File: config.mk
export PLATFORM = sky130hd
export DESIGN_NAME = top_k_score_selector_core
export DESIGN_NICKNAME = d
export VERILOG_FILES = /design/src/rtl/tkss_pkg.sv /design/src/rtl/top_k_score_selector_core.sv /design/src/rtl/tkss_cell.sv
export VERILOG_INCLUDE_DIRS = /design/src /design/src/rtl
export SDC_FILE = /design/constraint.sdc
export NUM_CORES = 1
export LEC_CHECK = 0
export ABC_AREA = 1
export CAP_MARGIN = 25
export CELL_PAD_IN_SITES_DETAIL_PLACEMENT = 2
export CELL_PAD_IN_SITES_GLOBAL_PLACEMENT = 2
export CORE_MARGIN = 10
export CORE_UTILIZATION = 36
export DETAILED_ROUTE_END_ITERATION = 10
export DONT_BUFFER_PORTS = 1
export PLACE_DENSITY_LB_ADDON = 0.1
export SLEW_MARGIN = 20
export SYNTH_ARGS = -nofsm -noshare
export SYNTH_HDL_FRONTEND = slang
export SYNTH_HIERARCHICAL = 1
export SYNTH_SLANG_ARGS = --single-unit
File: constraint.sdc
create_clock -name clock -period 3.1 [get_ports clock]
set_input_delay 0.93 -clock clock [delete_from_list [all_inputs] [get_ports clock]]
set_output_delay 0.93 -clock clock [all_outputs]
set_load 0.05 [all_outputs]
File: src/rtl/top_k_score_selector_core_assert.svh
// Assertion macros for the top-k score selector core.
// Included by the top level; no other dependencies.
`ifndef TOP_K_SCORE_SELECTOR_CORE_ASSERT_SVH
`define TOP_K_SCORE_SELECTOR_CORE_ASSERT_SVH
`ifndef SYNTHESIS
// The consequent must hold in the cycle after the antecedent.
`define TKSS_ASSERT_NEXT(label, clk, rst, ante, cons) \
   label: assert property (@(posedge clk) disable iff (rst) (ante) |=> (cons)) \
      else $error("tkss assertion failed");
// The consequent must hold in the same cycle as the antecedent.
`define TKSS_ASSERT_SAME(label, clk, rst, ante, cons) \
   label: assert property (@(posedge clk) disable iff (rst) (ante) |-> (cons)) \
      else $error("tkss assertion failed");
`else
`define TKSS_ASSERT_NEXT(label, clk, rst, ante, cons)
`define TKSS_ASSERT_SAME(label, clk, rst, ante, cons)
`endif
`endif

File: src/rtl/tkss_pkg.sv
// Shared types and constants for the top-k score selector core.
// No dependencies; used by tkss_cell and the top level.
package tkss_pkg;

   localparam int MAX_K_DEF       = 8;
   localparam int MAX_CLASSES_DEF = 1024;
   localparam int SCORE_W         = 16;
   localparam int CLASS_INDEX_W   = 10;
   localparam int K_W             = 4;
   localparam logic [K_W-1:0] K_RESET = 4'd5;

   typedef struct packed {
      logic signed [SCORE_W-1:0] score;
      logic                      vector_end;
   } req_type;

   typedef struct packed {
      logic [CLASS_INDEX_W-1:0]  class_index;
      logic signed [SCORE_W-1:0] class_score;
      logic                      final_rank;
   } rsp_type;

   // One kept or reported entry as it moves between neighboring cells.
   typedef struct packed {
      logic                      valid;
      logic signed [SCORE_W-1:0] score;
   } slot_type;

endpackage

File: src/rtl/top_k_score_selector_core.sv
// Top-k score selector: a row of MAX_K cells keeps the best scores in order.
// One score per cycle if req_ready; each of the first MAX_CLASSES sorts in as it transfers.
// A vector_end transfer offers its first result the next cycle, then one per rsp_ready cycle.
// A vector_end waits until the previous report is empty or is sending its last result.
// Reset (synchronous, active high) empties all cells and sets k_ff to 5.
// Depends on tkss_pkg, tkss_cell and top_k_score_selector_core_assert.svh.
`include "top_k_score_selector_core_assert.svh"

module top_k_score_selector_core
   import tkss_pkg::*;
#(
   parameter int MAX_K       = MAX_K_DEF,
   parameter int MAX_CLASSES = MAX_CLASSES_DEF
) (
   input  logic           clock,
   input  logic           reset,
   input  logic           req_valid,
   output logic           req_ready,
   input  req_type        req_data,
   output logic           rsp_valid,
   input  logic           rsp_ready,
   output rsp_type        rsp_data,
   input  logic           csr_wr_en,
   input  logic [K_W-1:0] csr_wr_data
);

   localparam int IDX_W = (MAX_CLASSES > 1) ? $clog2(MAX_CLASSES) : 1;
   localparam int CNT_W = $clog2(MAX_CLASSES + 1);
   localparam logic [CNT_W-1:0] POS_LIMIT = CNT_W'(MAX_CLASSES);

   logic [K_W-1:0]   k_ff, k_eff;
   logic [CNT_W-1:0] pos_ff, pos_in;
   logic             req_xfer, rsp_xfer, saturated, ins_en, end_xfer;

   logic             beat_link  [0:MAX_K];
   slot_type         slot_link  [0:MAX_K];
   logic [IDX_W-1:0] index_link [0:MAX_K];
   slot_type         rep_link   [0:MAX_K];
   logic [IDX_W-1:0] rep_idx_link [0:MAX_K];
   logic [MAX_K-1:0] rep_keep, kept_valid_vec, rep_valid_vec;
   logic [CLASS_INDEX_W+IDX_W-1:0] index_wide;

   assign req_xfer  = req_valid && req_ready;
   assign rsp_xfer  = rsp_valid && rsp_ready;
   assign saturated = (pos_ff == POS_LIMIT);
   assign ins_en    = req_xfer && !saturated;
   assign end_xfer  = req_xfer && req_data.vector_end;

   // The report row may be reloaded in the cycle its last result leaves.
   assign req_ready = !rep_link[0].valid || !req_data.vector_end ||
                      (rsp_ready && !rep_link[1].valid);

   always_ff @(posedge clock) begin
      if (reset) begin
         k_ff <= K_RESET;
      end else if (csr_wr_en) begin
         k_ff <= csr_wr_data;
      end
   end

   assign k_eff = (k_ff == '0) ? K_W'(1) : k_ff;

   always_comb begin
      pos_in = pos_ff;
      if (end_xfer) begin
         pos_in = '0;
      end else if (ins_en) begin
         pos_in = pos_ff + CNT_W'(1);
      end
   end

   always_ff @(posedge clock) begin
      if (reset) begin
         pos_ff <= '0;
      end else begin
         pos_ff <= pos_in;
      end
   end

   assign beat_link[0]         = 1'b0;
   assign slot_link[0]         = '0;
   assign index_link[0]        = '0;
   assign rep_link[MAX_K]      = '0;
   assign rep_idx_link[MAX_K]  = '0;

   for (genvar i = 0; i < MAX_K; i++) begin : g_cell
      assign rep_keep[i] = (32'(k_eff) > 32'(i));

      tkss_cell #(
         .IDX_W (IDX_W)
      ) u_cell (
         .clock          (clock),
         .reset          (reset),
         .ins_en         (ins_en),
         .clear          (end_xfer),
         .new_score      (req_data.score),
         .new_index      (pos_ff[IDX_W-1:0]),
         .prev_beat      (beat_link[i]),
         .prev_slot      (slot_link[i]),
         .prev_index     (index_link[i]),
         .beat           (beat_link[i+1]),
         .slot           (slot_link[i+1]),
         .index          (index_link[i+1]),
         .rep_load       (end_xfer),
         .rep_keep       (rep_keep[i]),
         .rep_shift      (rsp_xfer),
         .rep_next_slot  (rep_link[i+1]),
         .rep_next_index (rep_idx_link[i+1]),
         .rep_slot       (rep_link[i]),
         .rep_index      (rep_idx_link[i])
      );

      assign kept_valid_vec[i] = slot_link[i+1].valid;
      assign rep_valid_vec[i]  = rep_link[i].valid;
   end

   assign index_wide           = {{CLASS_INDEX_W{1'b0}}, rep_idx_link[0]};
   assign rsp_valid            = rep_link[0].valid;
   assign rsp_data.class_index = index_wide[CLASS_INDEX_W-1:0];
   assign rsp_data.class_score = rep_link[0].score;
   assign rsp_data.final_rank  = !rep_link[1].valid;

   // A vector_end transfer always leaves at least one result to report.
   `TKSS_ASSERT_NEXT(a_end_gives_result, clock, reset, end_xfer, rsp_valid)
   // Without a result at rank zero the whole report row is empty.
   `TKSS_ASSERT_SAME(a_report_from_head, clock, reset, !rsp_valid, rep_valid_vec == '0)
   // After a score is sorted in mid-vector, the best rank is always occupied.
   `TKSS_ASSERT_NEXT(a_insert_fills_head, clock, reset,
                     ins_en && !req_data.vector_end, kept_valid_vec[0])

endmodule

File: src/rtl/tkss_cell.sv
// One rank of the selector: a kept entry for insertion sort and a report slot.
// Depends on tkss_pkg.
module tkss_cell
   import tkss_pkg::*;
#(
   parameter int IDX_W = 10
) (
   input  logic                      clock,
   input  logic                      reset,
   input  logic                      ins_en,
   input  logic                      clear,
   input  logic signed [SCORE_W-1:0] new_score,
   input  logic [IDX_W-1:0]          new_index,
   input  logic                      prev_beat,
   input  slot_type                  prev_slot,
   input  logic [IDX_W-1:0]          prev_index,
   output logic                      beat,
   output slot_type                  slot,
   output logic [IDX_W-1:0]          index,
   input  logic                      rep_load,
   input  logic                      rep_keep,
   input  logic                      rep_shift,
   input  slot_type                  rep_next_slot,
   input  logic [IDX_W-1:0]          rep_next_index,
   output slot_type                  rep_slot,
   output logic [IDX_W-1:0]          rep_index
);

   slot_type         slot_ff, slot_in, ins_slot;
   logic [IDX_W-1:0] index_ff, index_in, ins_index;
   slot_type         rep_ff, rep_in;
   logic [IDX_W-1:0] rep_index_ff, rep_index_in;

   // An equal kept score has the lower index, so only a strictly larger score beats it.
   assign beat = ins_en && (!slot_ff.valid || (slot_ff.score < new_score));

   always_comb begin
      ins_slot  = slot_ff;
      ins_index = index_ff;
      if (beat) begin
         if (prev_beat) begin
            ins_slot  = prev_slot;
            ins_index = prev_index;
         end else begin
            ins_slot.valid = 1'b1;
            ins_slot.score = new_score;
            ins_index      = new_index;
         end
      end
      slot_in  = ins_slot;
      index_in = ins_index;
      if (clear) begin
         slot_in.valid = 1'b0;
      end
   end

   // The report row takes the post-insertion contents, then shifts toward rank zero.
   always_comb begin
      rep_in       = rep_ff;
      rep_index_in = rep_index_ff;
      if (rep_load) begin
         rep_in.valid = ins_slot.valid && rep_keep;
         rep_in.score = ins_slot.score;
         rep_index_in = ins_index;
      end else if (rep_shift) begin
         rep_in       = rep_next_slot;
         rep_index_in = rep_next_index;
      end
   end

   always_ff @(posedge clock) begin
      if (reset) begin
         slot_ff.valid <= 1'b0;
         rep_ff.valid  <= 1'b0;
      end else begin
         slot_ff.valid <= slot_in.valid;
         rep_ff.valid  <= rep_in.valid;
      end
      slot_ff.score <= slot_in.score;
      index_ff      <= index_in;
      rep_ff.score  <= rep_in.score;
      rep_index_ff  <= rep_index_in;
   end

   assign slot      = slot_ff;
   assign index     = index_ff;
   assign rep_slot  = rep_ff;
   assign rep_index = rep_index_ff;

endmodule
# ---- Word level (Yosys, flattened, before mapping)
# Cells that the tools add are included.
dict set report totals {
  reg_bits 447
  inputBits 26
  out_inout_bits 29
}
dict set report op_classes {
  add_sub_neg 1
  magnitude_cmp 16
  n_eq_ne 1
  muxes 63
  n_reduce_logical 46
}
# op n
set op_table {}
lappend op_table {{2-to-1 mux 17 bit} 31}
lappend op_table {{2-to-1 mux 10 bit} 31}
lappend op_table {{< comparator 16 bit} 8}
lappend op_table {{logical AND 1 bit} 21}
lappend op_table {{> comparator 4 x 3 -> 1 bit (second input constant)} 4}
lappend op_table {{zero test 1 bit} 12}
lappend op_table {{adder 11 x 1 -> 11 bit (second input constant)} 1}
lappend op_table {{== test 11 bit (second input constant)} 1}
lappend op_table {{logical OR 1 bit} 10}
lappend op_table {{> comparator 4 x 1 -> 1 bit (second input constant)} 2}
lappend op_table {{> comparator 4 x 2 -> 1 bit (second input constant)} 2}
lappend op_table {{zero test 4 bit} 1}
lappend op_table {{2-to-1 mux 4 bit} 1}
lappend op_table {{nonzero test 2 bit} 1}
lappend op_table {{OR reduction 2 bit} 1}

# ---- Logic depth before layout (Yosys ltp)
dict set report logic_depth {
  ltp_word 10
  mapped_depth 22
  depth_no_buf 20
}

# ---- Cells and area by module
# The synthesis kept the hierarchy.
# module n_inst cells_per_inst area_each_um2 seq_area_each_um2
set modules_own_cells {}
lappend modules_own_cells {{tkss_cell at g_cell[0].u_cell ...} 7 327 2800.2 1341.3}
lappend modules_own_cells {{tkss_cell at g_cell[7].u_cell} 1 326 2761.4 1341.3}
lappend modules_own_cells {top_k_score_selector_core 1 144 903.4 300.3}

# ---- Worst setup path after synthesis
# OpenSTA, ideal clock, no wires.
dict set report synth_timing {
  path_kind {input -> register}
  startpoint {input req_data[0] (netlist bit)}
  endpoint {register g_cell[0].u_cell.rep_index_ff[0] (enable)}
  setup_ps 384
  arrival_time_ps 3136
  t_required_ps 2716
  setup_slack_ps -420
  path_stages 10
  path_cell_list {nand2_1 -> inv_1 -> nand2_1 -> nand2_1 -> inv_1 -> nand2_1 -> inv_1 -> clkbuf_1 -> clkinv_1 -> nand2_1}
}
dict set report synth_via {
  elab_chain_cells 6
}
# item line_no
set synth_rtl {}
lappend synth_rtl {{start: declaration} top_k_score_selector_core.sv:19} ;# input req_type req_data,
lappend synth_rtl {{zero test 1 bit} top_k_score_selector_core.sv:50} ;# assign req_ready = !rep_link[0].valid || !req_data.vector_end ||
lappend synth_rtl {{logical OR 1 bit (2 in series)} top_k_score_selector_core.sv:50}
lappend synth_rtl {{via req_ready} top_k_score_selector_core.sv:18} ;# output logic req_ready,
lappend synth_rtl {{logical AND 1 bit} top_k_score_selector_core.sv:43} ;# assign req_xfer = req_valid && req_ready;
lappend synth_rtl {{logical AND 1 bit} top_k_score_selector_core.sv:47} ;# assign end_xfer = req_xfer && req_data.vector_end;
lappend synth_rtl {{via end_xfer} top_k_score_selector_core.sv:33} ;# logic req_xfer, rsp_xfer, saturated, ins_en, end_xfer;
lappend synth_rtl {{nonzero test 2 bit (no source line)} n/a}
lappend synth_rtl {{end signal: assignment} tkss_cell.sv:82} ;# rep_index_ff <= rep_index_in;
lappend synth_rtl {{end: declaration} tkss_cell.sv:32} ;# logic [IDX_W-1:0] rep_index_ff, rep_index_in;
# The timed path passes the listed nets, and every way through them passes these cells.
# A chain may end at the register's enable or synchronous reset.

==> flow_metrics.py <==
metrics = {
    "outcome": {
        "outcome": "completed",
    },
    "sta": {
        "worstMarginPinSlew_ns": 0.545,
        "fin_crit_sh_pct": 89.1,
        "final_hold_viol_count": 0,
        "setup_violations": 0,
        "max_freq_ghz": 0.362,
        "rsz0062_at_grt": "no",
        "finClkSkew_ns": 0.0322,
        "finalMaxSlewViolations": 0,
        "whs_ns": 0.447,
        "slew_headroom_pct": 63.7,
        "timing.setup.tns_ns": 0,
        "finalCriticalPeriod_ns": 2.76,
    },
    "run": {
        "max-cap-violations": 0,
    },
    "global_routing": {
        "grt_pass1_wl_um": 116000,
        "gr-total-overflow": 0,
        "grt_antenna_before_repair": 0,
        "track_usage_pct": 19.2,
        "grt_pass1_vias": 20600,
        "grt_max_degree": 71,
    },
    "floorplanning": {
        "die_area_sq_um": 75200,
        "die_x_um": 274,
        "fp.dieH_um": 274,
        "ioPinCount": 55,
        "coreArea_sq_um": 64200,
        "start_util_pct": 36.2,
        "placementRows": 93,
    },
    "place": {
        "port_buffers": 0,
        "gp_congestion": 0.762,
        "dp_hpwl_um": 53600,
    },
    "detailed_routing": {
        "final_antenna_net_count": 0,
        "drt-wirelength-per-cell_um": 18.9,
        "vias": 18600,
        "first_iter_violations": 645,
        "met1_length_um": 34800,
        "top_layer": "met4",
        "drc": 0,
        "drt-pass1-iter-count": 5,
        "wl_met2_um": 34100,
        "wirelength_um": 71500,
        "wl_met3_um": 1660,
        "vias_per_cell": 4.90,
    },
    "critical_path": {
        "crit_arrival_ns": 3.13,
        "crit_path_max_fanout": 11,
        "worstSetupStartpointType": "input port",
        "crit_type": "in -> reg",
        "critPathRequiredTime_ns": 3.47,
        "cp-end-kind": "register",
    },
    "worst_hold_path": {
        "hp-class": "in -> reg",
    },
    "cts": {
        "cts_resized": 0,
        "cts-buffers-inserted": 54,
        "clk_pin_slew_ns": 0.06,
        "clock_latency_ns": 0.63,
        "cts_setup_buffers": 0,
        "clk_path_buf_depth": 3,
        "cts_tree": "built",
        "clock_sink_count": 447,
        "cts_hold_buffers": 0,
        "root_buffer": "clkbuf_16",
        "h-tree-depth": 2,
    },
    "logic_synthesis": {
        "avgSynthCellArea_sq_um": 8.43,
        "netlist_area_sq_um": 23300,
        "synth-warning-count": 6,
        "synthCells": 2758,
    },
    "layout": {
        "syn2layout_area_growth_pct": 15.6,
        "layout.nets": 3037,
        "diodes": 0,
        "drive_gt1_share_pct": 15.3,
        "post-route-util_pct": 41.9,
    },
    "power_and_ir_drop": {
        "seqPwrFrac_pct": 43.7,
        "fin_total_pwr_w": 0.0181,
        "combPwrFrac_pct": 23.2,
        "intPower_w": 0.0121,
        "p_switching_w": 0.00595,
        "power_switching_share_pct": 32.9,
        "peakVddDrop_mv": 0.411,
        "p_per_area_nw_per_um2": 672,
        "p_leak_nw": 12.5,
        "power.share.clock_pct": 33.2,
    },
}
[cell usage in the layout, fill, tap and decap left out, drive strengths merged]
cell type,count
nand3,49
nor3,14
conb,58
nor2,57
clkinv,19
o21ai,361
dfxtp,239
o21a,1
nand2,1166
inv,229
or2,8
nand4,11
buf,134
o21bai,7
clkbuf,88
xor2,4
a31oi,1
edfxtp,208
xnor2,1
a21oi,69
ha,122
mux2i,88
[power groups by stage]
stage / logic [W] / clock network, W / registers, W
after floorplan: 0.00306 / 0 / 0.00770
final: 0.00419 / 0.00600 / 0.00790
after detailed placement: 0.00422 / 0 / 0.00800
after CTS: 0.00428 / 0.00619 / 0.00790
after global placement: 0.00394 / 0 / 0.00796
after global routing: 0.00482 / 0.00642 / 0.00801
[stage by stage]
step                worst slack [ns]  cell area [sq um]  instances
finish                         0.337              26900       3789
floorplan                     0.0125              23600       2814
global placement              -0.220              25300       3688
CTS                            0.251              26900       3789
detailed placement            -0.335              25300       3688
global route                  0.0827              26900       3789
[final timing paths]
path	from	to	slack, ns	cells after the start
hold / removal	csr_wr_en	k_ff[0]	0.45	1
setup reg to reg	g_cell[6].u_cell/slot[15]	g_cell[7].u_cell/rep_index[1]	0.35	14
hold reg to reg	g_cell[7].u_cell/index[7]	g_cell[7].u_cell/index[7]	0.45	2
setup / recovery	req_data[16]	g_cell[7].u_cell/rep_index[1]	0.34	15
[metal layers]
metal | vias to the layer above | GRT usage (%)
met1 | 9164 | 25.7
met3 | 74 | 2.58
met5 | - | 0
li1 | 9174 | -
met4 | 0 | 3.70
met2 | 148 | 32.7
[critical path, stage by stage]
cell	delay, ns
inv_1	0.03
ha_1	0.33
nand4_1	0.14
nor3_1	0.37
nand2_1	0.15
nand2_1	0.10
nand2_1	0.07
nand3_2	0.10
nand2_4	0.05
inv_1	0.09
buf_4	0.25
mux2i_1	0.28
o21ai_2	0.10
nand2_1	0.07
nand2_1	0.06
[cell type report]
type | instances | area, sq um
fillers | 7175 | 37300
flip-flops and latches | 447 | 11000
multi-input cells | 2017 | 10900
clock buffers | 88 | 1540
repair buffers | 134 | 1380
well taps | 855 | 1070
inverters | 235 | 887
clock inverters | 13 | 103
[sequential cells by signal, indices dropped and copies added (netlist names)]
register                 count
g_cell.u_cell/index         80
g_cell.u_cell/rep_index     80
g_cell.u_cell/rep_slot     136
g_cell.u_cell/slot         136
k_ff                         4
pos_ff                      11
Note: power is estimated with default switching activity, not from simulation.
